**src/design/mrfc_pkg.sv**
```systemverilog
// Shared types, constants and CRC function for the meter reply frame checker.
`default_nettype none

package mrfc_pkg;

  localparam logic [15:0] CRC_INIT = 16'hFFFF;
  localparam logic [15:0] CRC_POLY = 16'hA001;
  localparam logic [7:0]  EXC_FUNC = 8'h84;

  // Bytes 0..20 cover every field that the decoder looks at.
  localparam int MEAS_BYTES = 21;

  localparam logic [1:0] ST_OK        = 2'd0;
  localparam logic [1:0] ST_CRC_ERR   = 2'd1;
  localparam logic [1:0] ST_EXCEPTION = 2'd2;
  localparam logic [1:0] ST_SHORT     = 2'd3;

  typedef struct packed {
    logic [1:0]  status;
    logic [7:0]  exception_code;
    logic [15:0] voltage_raw;
    logic [31:0] current_raw;
    logic [31:0] power_raw;
    logic [31:0] energy_raw;
    logic [15:0] frequency_raw;
    logic [15:0] power_factor_raw;
  } result_t;

  // Reflected CRC-16/Modbus update over one byte, one bit per step.
  function automatic logic [15:0] crc16_update(input logic [15:0] crc,
                                               input logic [7:0] data);
    logic [15:0] c;
    c = crc ^ {8'h00, data};
    for (int k = 0; k < 8; k++) begin
      if (c[0]) begin
        c = (c >> 1) ^ CRC_POLY;
      end else begin
        c = c >> 1;
      end
    end
    return c;
  endfunction

endpackage

`default_nettype wire

```
**src/design/mrfc_decode.sv**
```systemverilog
// Frame judgment and field extraction for one completed reply frame.
`default_nettype none

module mrfc_decode #(
  parameter int FRAME_BYTES = 25
) (
  input  wire logic [FRAME_BYTES-1:0][7:0]          frame,
  input  wire logic [$clog2(FRAME_BYTES+1)-1:0]     count,
  input  wire logic [15:0]                          crc,
  output mrfc_pkg::result_t                         result
);

  localparam int CNT_W = $clog2(FRAME_BYTES + 1);

  logic [mrfc_pkg::MEAS_BYTES-1:0][7:0] b;

  // Bytes beyond the frame length read as zero.
  for (genvar i = 0; i < mrfc_pkg::MEAS_BYTES; i++) begin : g_pad
    if (i < FRAME_BYTES) begin : g_in
      assign b[i] = frame[i];
    end else begin : g_out
      assign b[i] = 8'h00;
    end
  end

  always_comb begin
    result = '0;
    if (count <= CNT_W'(2) || crc != 16'h0000) begin
      result.status = mrfc_pkg::ST_CRC_ERR;
    end else if (b[1] == mrfc_pkg::EXC_FUNC) begin
      result.status         = mrfc_pkg::ST_EXCEPTION;
      result.exception_code = b[2];
    end else if (count < CNT_W'(FRAME_BYTES)) begin
      result.status = mrfc_pkg::ST_SHORT;
    end else begin
      // 32-bit values arrive low word first, each word big-endian.
      result.status           = mrfc_pkg::ST_OK;
      result.voltage_raw      = {b[3], b[4]};
      result.current_raw      = {b[7], b[8], b[5], b[6]};
      result.power_raw        = {b[11], b[12], b[9], b[10]};
      result.energy_raw       = {b[15], b[16], b[13], b[14]};
      result.frequency_raw    = {b[17], b[18]};
      result.power_factor_raw = {b[19], b[20]};
    end
  end

endmodule

`default_nettype wire

```
**config.mk**
```make
export PLATFORM = sky130hd
export DESIGN_NAME = mrfc_decode
export DESIGN_NICKNAME = d
export VERILOG_FILES = /design/src/design/mrfc_pkg.sv /design/src/design/mrfc_decode.sv
export SDC_FILE = /design/constraint.sdc
export NUM_CORES = 1
export LEC_CHECK = 0
export ABC_CLOCK_PERIOD_IN_PS = 1800
export BUFFER_PORTS_ARGS = -buffer_cell sky130_fd_sc_hd__buf_2
export CAP_MARGIN = 20
export CORE_AREA = 5 5 143 145
export DETAILED_ROUTE_END_ITERATION = 7
export DIE_AREA = 0 0 148 150
export GPL_TIMING_DRIVEN = 0
export SLEW_MARGIN = 20
export SYNTH_ARGS = -nofsm -noshare
export SYNTH_HDL_FRONTEND = slang
export SYNTH_SLANG_ARGS = --single-unit
```
**constraint.sdc**
```tcl
create_clock -name vclk -period 1.8
set_input_delay 0.09 -clock vclk [all_inputs]
set_output_delay 0.09 -clock vclk [all_outputs]
set_load 0.05 [all_outputs]
```
* Word-level counts from Yosys, hierarchy flattened
Index checks and enable logic that the tools add are counted.
** Storage, ports and cells
- Register bits :: 0
- Output and inout port bits :: 154
- Word-level logic and storage cells :: 12
** Cells by class
- Order comparisons :: 2
- Equality and inequality tests :: 1
- Muxes and demuxes :: 7
- Reduce and logical (&&, ||, !) cells :: 2
** Operators with widths (number)
- $mux 144 :: 2
- $mux 152 :: 1
- $reduce_bool 16->1 :: 1
- $eq 8x8->1 const B :: 1
- $mux 8 :: 1
- $mux 2 :: 3
- $le 5x2->1 const B :: 1
- $lt 5x5->1 const B :: 1
- $logic_or 1x1->1 :: 1

* Logic depth before layout (Yosys ltp)
Gate-level depths: netlist of run 1.
- Depth in word-level cells :: 4
- Depth in mapped cells :: 5

* Worst setup path after synthesis of run 1
OpenSTA, ideal clock, no wires.
- Path type :: input port to output port
- From :: input crc[13]
- To :: output result[102] in the netlist's numbering
- Arrival :: 2.502 ns
- Required time :: 1.710 ns
- Setup slack :: -0.792 ns
- Stages :: 5
- Path buffers :: 2
- Path through :: nor4_2 nand4_2 buf_2 buf_2 nor4_1
** RTL lines
- start, declared :: RTL line mrfc_decode.sv:9 : input wire logic [15:0] crc,
- end, declared :: RTL line mrfc_decode.sv:10 : output mrfc_pkg::result_t result

==> flow_metrics.env, run 1 <==
export IMPL_die_height_um=150
export IMPL_cp_required_ps=1710
export IMPL_syn_avg_cell_area_sq_um=6.06
export IMPL_crit_path_start="crc[1]"
export IMPL_synthCells=368
export IMPL_dieArea_sq_um=22200
export IMPL_rsz0062_at_grt="yes"
export IMPL_io_buffer_count=335
export IMPL_grt_usage=0.126
export IMPL_io_pins=375
export IMPL_p_leak_uw=0.00313
export IMPL_die_w_um=148
export IMPL_cp_max_fo=7
export IMPL_initial_utilization=0.117
export IMPL_wl_met1_mm=5.84
export IMPL_fin_crit_sh=1.01
export IMPL_worst_slew_pin_slew_ps=522
export IMPL_outcome="finished with violations"
export IMPL_top_layer="met4"
export IMPL_place_gp_congestion=0.931
export IMPL_timing_slew_headroom=0.652
export IMPL_cap_violations=0
export IMPL_ys_types=19
export IMPL_hold_path_class="input port to primary output"
export IMPL_firstDrtPassIters=4
export IMPL_routed_wl_mm=16.9
export IMPL_max_stage_delay_ps=380
export IMPL_synth_common_cells="153 x inv_1, 94 x nor4_1, 54 x nor4_2"
export IMPL_peakVddDrop_mv=0.0606
export IMPL_whs_ps=547
export IMPL_grt_pass1_vias=4143
export IMPL_path_cells="buf_6, nor4_4, nand4_4, buf_12, clkbuf_16, nor4_1, buf_4"
export IMPL_ys_top_cells_by_area="nor4_2 30%, nor4_1 26%, inv_1 26%"
export IMPL_synth_top_area_frac=0.303
export IMPL_dpl_hpwl_mm=12.3
export IMPL_hold_viol=0
export IMPL_grt_pass1_wl_mm=22.8
export IMPL_area_growth_pct=230
export IMPL_criticalPathCategory="input port to primary output"
export IMPL_met3_length_mm=1.31
export IMPL_vias=4066
export IMPL_fmax_mhz=548
export IMPL_post_route_drc_count=0
export IMPL_crit_path_end="result[15]"
export IMPL_grt_start_max_net_pins=11
export IMPL_wl_per_cell_um=17.8
export IMPL_fin_total_pwr_uw=726
export IMPL_n_clock_buffer=0
export IMPL_setup_slack_ps=-24.1
export IMPL_crit_arrival_ps=1730
export IMPL_seqCellArea_sq_um=0
export IMPL_antenna_found_initial=1
export IMPL_pre_cts_ws_ps=-713
export IMPL_viasPerCell=4.28
export IMPL_critPathCaptureType="primary output"
export IMPL_slowest_stage="nor4_4"
export IMPL_yosysTopAreaCell="nor4_2"
export IMPL_syn_num_nets=589
export IMPL_start_kind="input port"
export IMPL_fin_setup_tns_ps=-45.0
export IMPL_fillCellCount=1835
export IMPL_seq_area_frac_synth=0
export IMPL_postRouteAntennaNets=0
export IMPL_violations="setup timing"
export IMPL_fin_nets=934
export IMPL_core_sq_um=19100
export IMPL_period_needed_ps=1820
export IMPL_overflow=0
export IMPL_drive_gt1_frac=0.774
export IMPL_synth_most_common_cell="inv_1"
export IMPL_seq_cells=0
export IMPL_rows=51
export IMPL_slew_viol_final=0
export IMPL_cellPowerDensity_nw_per_um2=98.7
export IMPL_drtIter0Drc=109
export IMPL_synthesis_area_sq_um=2230
export IMPL_setup_viol=3
export IMPL_route_met2_wl_mm=9.42
export IMPL_yosysWarnings=0
==> power by group <==
group	internal [uW]	switching (uW)	total, uW	leakage [uW]
sequential	0	0	0	0
combinational	255	471	726	0.00313
clock	0.0000746	0	0.0000746	0.00000000634
total	255	471	726	0.00313
==> layout make-up <==
| type | count | area [sq um] | area share |
|---|---|---|---|
| Multi-Input combinational cell | 167 | 3200 | 0.435 |
| Timing Repair Buffer | 345 | 2660 | 0.361 |
| Buffer | 46 | 626 | 0.0851 |
| Inverter | 153 | 574 | 0.0781 |
| Tap cell | 238 | 298 | 0.0405 |
| Antenna cell | 1 | 2.50 | 0.000340 |
==> per-stage QoR <==
step           cell area (sq um)   util  instances
3_5_place_dp                5260  0.276        941
6_report                    7350  0.385        950
2_1_floorplan               3280      -        368
3_3_place_gp                5260  0.276        941
5_1_grt                     7350  0.385        950
4_1_cts                     6490  0.340        947
==> how the worst min path moves through the flow <==
| stage | start | end | slack, ps | cells after the start |
|---|---|---|---|---|
| after floorplan | frame[16] | result[144] | 340 | 2 |
| after global placement | frame[152] | result[8] | 550 | 4 |
| after detailed placement | frame[141] | result[29] | 550 | 4 |
| after CTS | frame[141] | result[29] | 530 | 4 |
| after global routing | frame[125] | result[61] | 560 | 4 |
| final | frame[161] | result[1] | 550 | 4 |
==> cell usage in the layout (no fill, tap or decap), drive strengths merged <==
master and instances:
or3 1, and4 1, nor3 8, inv 153, nor2 1, o311a 1, nand4 1, buf 377
and3 1, clkbuf 14, nor4 148, or4b 2, o211ai 1, diode 1, a2111oi 1, o21ai 1
==> worst max-delay path: cells and delay by family <==
kind	cells	cell delay [ps]
buf+inv	4	730
simple gates	3	890
==> metal layers <==
layer  vias to the layer above  track usage
met2                       189        0.242
met5                         -            0
met3                        22       0.0254
met4                         0       0.0231
met1                      1916        0.146
li1                       1939            -
==> kinds of logic (layout without fill, tap and decap cells) <==
group                  after synthesis  count (layout)  share of synthesized area
other                                0               1                          0
and+or+nand+nor                    163             163                      0.614
AOI/OAI and AO/OA                    4               4                     0.0191
buffers and inverters              201             544                      0.367
==> what timing repair did <==
action                                  in CTS  in global routing
pin swaps                                    7                 23
gates cloned                                 1                  2
hold buffers                                 0                  0
endpoints found under the setup margin     154                152
buffers inserted                             6                  1
resized for setup                          337                158
Note: power is estimated with default switching activity, not from simulation.
==> inputs of run 2 (changes only) <==
- ABC_AREA: default -> 1
- CORE_AREA: 5 5 143 145 -> 5 5 142 144
- DIE_AREA: 0 0 148 150 -> 0 0 147 149
==> flow_metrics.env, run 2 <==
export IMPL_outcome="finished, final reports clean"
export IMPL_whs_ps=560
export IMPL_drive_gt1_frac=0.441
export IMPL_synthCells=683
export IMPL_routed_wl_mm=14.6
export IMPL_grt_pass1_vias=4484
export IMPL_synth_top_area_frac=0.314
export IMPL_rsz0062_at_grt="no"
export IMPL_synth_most_common_cell="nor2_1"
export IMPL_dpl_cell_area_sq_um=4880
export IMPL_post_cts_buffers=0
export IMPL_die_w_um=147
export IMPL_area_growth_pct=67.8
export IMPL_fin_setup_tns_ps=0
export IMPL_dieArea_sq_um=21900
export IMPL_post_route_drc_count=0
export IMPL_slew_viol_final=0
export IMPL_io_pins=375
export IMPL_ys_types=14
export IMPL_ys_top_cells_by_area="nor2_1 31%, nand2_1 22%, inv_1 19%"
export IMPL_cellPowerDensity_nw_per_um2=98.7
export IMPL_die_height_um=149
export IMPL_min_from="frame[22]"
export IMPL_yosysTopAreaCell="nor2_1"
export IMPL_viasPerCell=3.75
export IMPL_core_sq_um=18600
export IMPL_n_antenna_cell=0
export IMPL_fin_crit_sh=0.915
export IMPL_syn_avg_cell_area_sq_um=4.27
export IMPL_seqCellArea_sq_um=0
export IMPL_fmax_mhz=607
export IMPL_postRouteAntennaNets=0
export IMPL_met3_length_mm=1.37
export IMPL_worst_slew_pin_slew_ps=562
export IMPL_cp_required_ps=1710
export IMPL_overflow=0
export IMPL_hold_viol=0
export IMPL_peakVddDrop_mv=0.0437
export IMPL_timing_slew_headroom=0.625
export IMPL_layout_cells_most_common="buf_2"
export IMPL_io_buffer_count=335
export IMPL_syn_num_nets=904
export IMPL_rows=50
export IMPL_start_kind="input port"
export IMPL_firstDrtPassIters=4
export IMPL_seq_cells=0
export IMPL_n_clock_buffer=0
export IMPL_top_layer="met4"
export IMPL_synthesis_area_sq_um=2920
export IMPL_initial_utilization=0.157
export IMPL_crit_arrival_ps=1560
export IMPL_utilization=0.263
export IMPL_yosysWarnings=0
export IMPL_p_leak_uw=0.00314
export IMPL_vias=4694
export IMPL_final_cell_mix="363 x buf_2, 243 x nor2_1, 167 x nand2_1, 148 x inv_1, 63 x nor2_2"
export IMPL_seq_area_frac_synth=0
export IMPL_critPathCaptureType="primary output"
export IMPL_postCtsHoldBufs=0
export IMPL_grt_usage=0.119
export IMPL_fin_total_pwr_uw=483
export IMPL_period_needed_ps=1650
export IMPL_dpl_hpwl_mm=12.6
export IMPL_criticalPathCategory="input port to primary output"
export IMPL_hold_depth=4
export IMPL_synth_common_cells="244 x nor2_1, 167 x nand2_1, 148 x inv_1"
export IMPL_hold_path_class="input port to primary output"
export IMPL_grt_start_max_net_pins=11
export IMPL_setup_viol=0
export IMPL_fin_area_sq_um=4890
export IMPL_fin_nets=1241
export IMPL_wl_met1_mm=6.02
export IMPL_antenna_found_initial=0
export IMPL_cap_violations=0
export IMPL_grt_pass1_wl_mm=22.2
export IMPL_whs_endpoint="result[150]"
export IMPL_drtIter0Drc=124
export IMPL_route_met2_wl_mm=7.17
export IMPL_place_gp_congestion=0.846
export IMPL_wl_per_cell_um=11.7
export IMPL_cts_resized=2
export IMPL_cp_max_fo=10
[run 2: changes by cell type after synthesis, sizes merged, moves of 4 or more]
cell / delta
buf: +4
clkbuf: -4
inv: -4
nand2: +167
nor2: +315
nor3: -8
nor4: -148
[run 2: area by class of cell]
class	instances	area, sq um
Buffer	48	288
Fill cell	2194	13700
Inverter	150	563
Multi-Input combinational cell	485	2070
Tap cell	234	293
Timing Repair Buffer	335	1680
[run 2: report_power, final]
group          internal (uW)  total [uW]  switching (uW)
Sequential                 0           0               0
Combinational            234         483             249
Clock                      0           0               0
Total                    234         483             249
[run 2: through the flow]
| step | setup slack (ps) | std cells |
|---|---|---|
| 6_report | 152 | 1252 |
| 5_1_grt | 11.0 | 1252 |
| 4_1_cts | 101 | 1252 |
| 3_5_place_dp | -63.1 | 1252 |
| 3_3_place_gp | -51.4 | 1252 |
| 2_1_floorplan | 312 | 683 |
[run 2: how the worst max path moves through the flow]
stage / startpoint / endpoint
after floorplan: frame[10] / result[15]
after global placement: frame[14] / result[144]
after detailed placement: frame[10] / result[144]
after CTS: frame[10] / result[109]
after global routing: frame[10] / result[141]
final: crc[5] / result[43]
[run 2: kinds of logic after synthesis]
logic type / Yosys count / synth area share
simple gates: 485 / 0.709
buf+inv: 198 / 0.291
[run 2: worst max-delay path: stages]
cell,delay (ps)
buf_2,100
nor2_1,130
nand2_1,80
nor2_2,170
nand3_4,170
clkbuf_1,270
nor2_1,240
buf_2,310
[run 2: routing by layer]
layer | GRT usage | up-vias
li1 | - | 2531
met1 | 0.143 | 1956
met2 | 0.227 | 203
met3 | 0.0286 | 4
met4 | 0.00699 | 0
met5 | 0 | -
==> inputs of run 3 (changes only) <==
- PLACE_DENSITY: default -> 0.53
==> flow_metrics.env, run 3 (same netlist as run 2, synthesis figures left out) <==
export IMPL_slew_viol_final=0
export IMPL_grt_usage=0.115
export IMPL_overflow=0
export IMPL_area_growth_pct=67.9
export IMPL_place_gp_congestion=0.794
export IMPL_setup_viol=0
export IMPL_drive_gt1_frac=0.441
export IMPL_initial_utilization=0.157
export IMPL_fin_crit_sh=0.908
export IMPL_routed_wl_mm=14.2
export IMPL_seq_cells=0
export IMPL_vias=4684
export IMPL_peakVddDrop_mv=0.0451
export IMPL_grt_pass1_wl_mm=21.5
export IMPL_crit_arrival_ps=1540
export IMPL_die_w_um=147
export IMPL_fmax_mhz=612
export IMPL_outcome="finished, final reports clean"
export IMPL_die_height_um=149
export IMPL_rsz0062_at_grt="no"
export IMPL_seqCellArea_sq_um=0
export IMPL_postRouteAntennaNets=0
export IMPL_criticalPathCategory="input port to primary output"
export IMPL_wl_per_cell_um=11.3
export IMPL_cp_max_fo=10
export IMPL_io_buffer_count=335
export IMPL_fin_total_pwr_uw=479
export IMPL_hold_path_class="input port to primary output"
export IMPL_dpl_hpwl_mm=12.0
export IMPL_post_route_drc_count=0
export IMPL_drtIter0Drc=137
export IMPL_postCtsHoldBufs=0
export IMPL_fillCellCount=2247
export IMPL_firstDrtPassIters=5
export IMPL_antenna_found_initial=0
export IMPL_dieArea_sq_um=21900
export IMPL_cp_required_ps=1710
export IMPL_grt_pass1_vias=4405
export IMPL_start_kind="input port"
export IMPL_cap_violations=0
export IMPL_fin_nets=1241
export IMPL_final_cell_mix="364 x buf_2, 243 x nor2_1, 167 x nand2_1, 148 x inv_1, 62 x nor2_2"
export IMPL_n_antenna_cell=0
export IMPL_worst_slew_pin_slew_ps=509
export IMPL_rows=50
export IMPL_timing_slew_headroom=0.661
export IMPL_critPathCaptureType="primary output"
export IMPL_layout_cells_most_common="buf_2"
export IMPL_io_pins=375
export IMPL_p_leak_uw=0.00314
export IMPL_utilization=0.263
export IMPL_period_needed_ps=1630
export IMPL_grt_start_max_net_pins=11
export IMPL_cellPowerDensity_nw_per_um2=97.9
export IMPL_core_sq_um=18600
export IMPL_viasPerCell=3.74
export IMPL_hold_viol=0
export IMPL_n_clock_buffer=0
-- run 3: cell types whose count changed in the layout (fill, tap and decap cells not counted) --
| cell | change |
|---|---|
| buf_2 | +1 |
| clkbuf_4 | -1 |
| nor2_2 | -1 |
| nor2_4 | +1 |
-- run 3: timing repair --
item,CTS,global route
gates resized for setup,2,1
pin swaps,0,0
endpoints found under the setup margin,10,1
setup buffers,0,0
-- run 3: critical path, stage by stage --
cell	delay (ps)
buf_2	100
inv_1	50
nor2_1	50
nand4_1	90
buf_4	210
buf_4	210
buf_2	230
nand2_1	90
nor2_2	140
buf_2	280
-- run 3: routing by layer --
metal  track usage  routed length (um)
met4       0.00606                 114
met3        0.0277                1430
met5             0                   0
met1         0.131                5720
met2         0.228                6920
-- run 3: per-stage QoR --
step | cells | area, sq um | setup TNS, ps | hold slack [ps] | setup slack [ps]
global placement | 1252 | 4880 | -698 | 558 | -210
global route | 1252 | 4890 | 0 | 582 | 32.0
floorplan | 683 | 2920 | 0 | 351 | 312
finish | 1252 | 4890 | 0 | 561 | 166
detailed placement | 1252 | 4880 | -1750 | 560 | -344
CTS | 1252 | 4890 | 0 | 562 | 36.8
-- run 3: layout make-up --
| type | instances | area, sq um | share of cell area |
|---|---|---|---|
| multi-input cells | 485 | 2070 | 0.424 |
| inverters | 150 | 563 | 0.115 |
| plain buffers | 48 | 288 | 0.0588 |
| well taps | 234 | 293 | 0.0598 |
| repair buffers | 335 | 1680 | 0.343 |
-- run 3: final timing paths --
path | startpoint | slack [ps] | end | depth (start not counted)
setup / recovery | frame[10] | 170 | result[104] | 10
hold / removal | frame[22] | 560 | result[150] | 4
-- run 3: power by group --
| part | switching [uW] | internal (uW) |
|---|---|---|
| registers | 0 | 0 |
| clock network | 0 | 0 |
| logic | 246 | 234 |
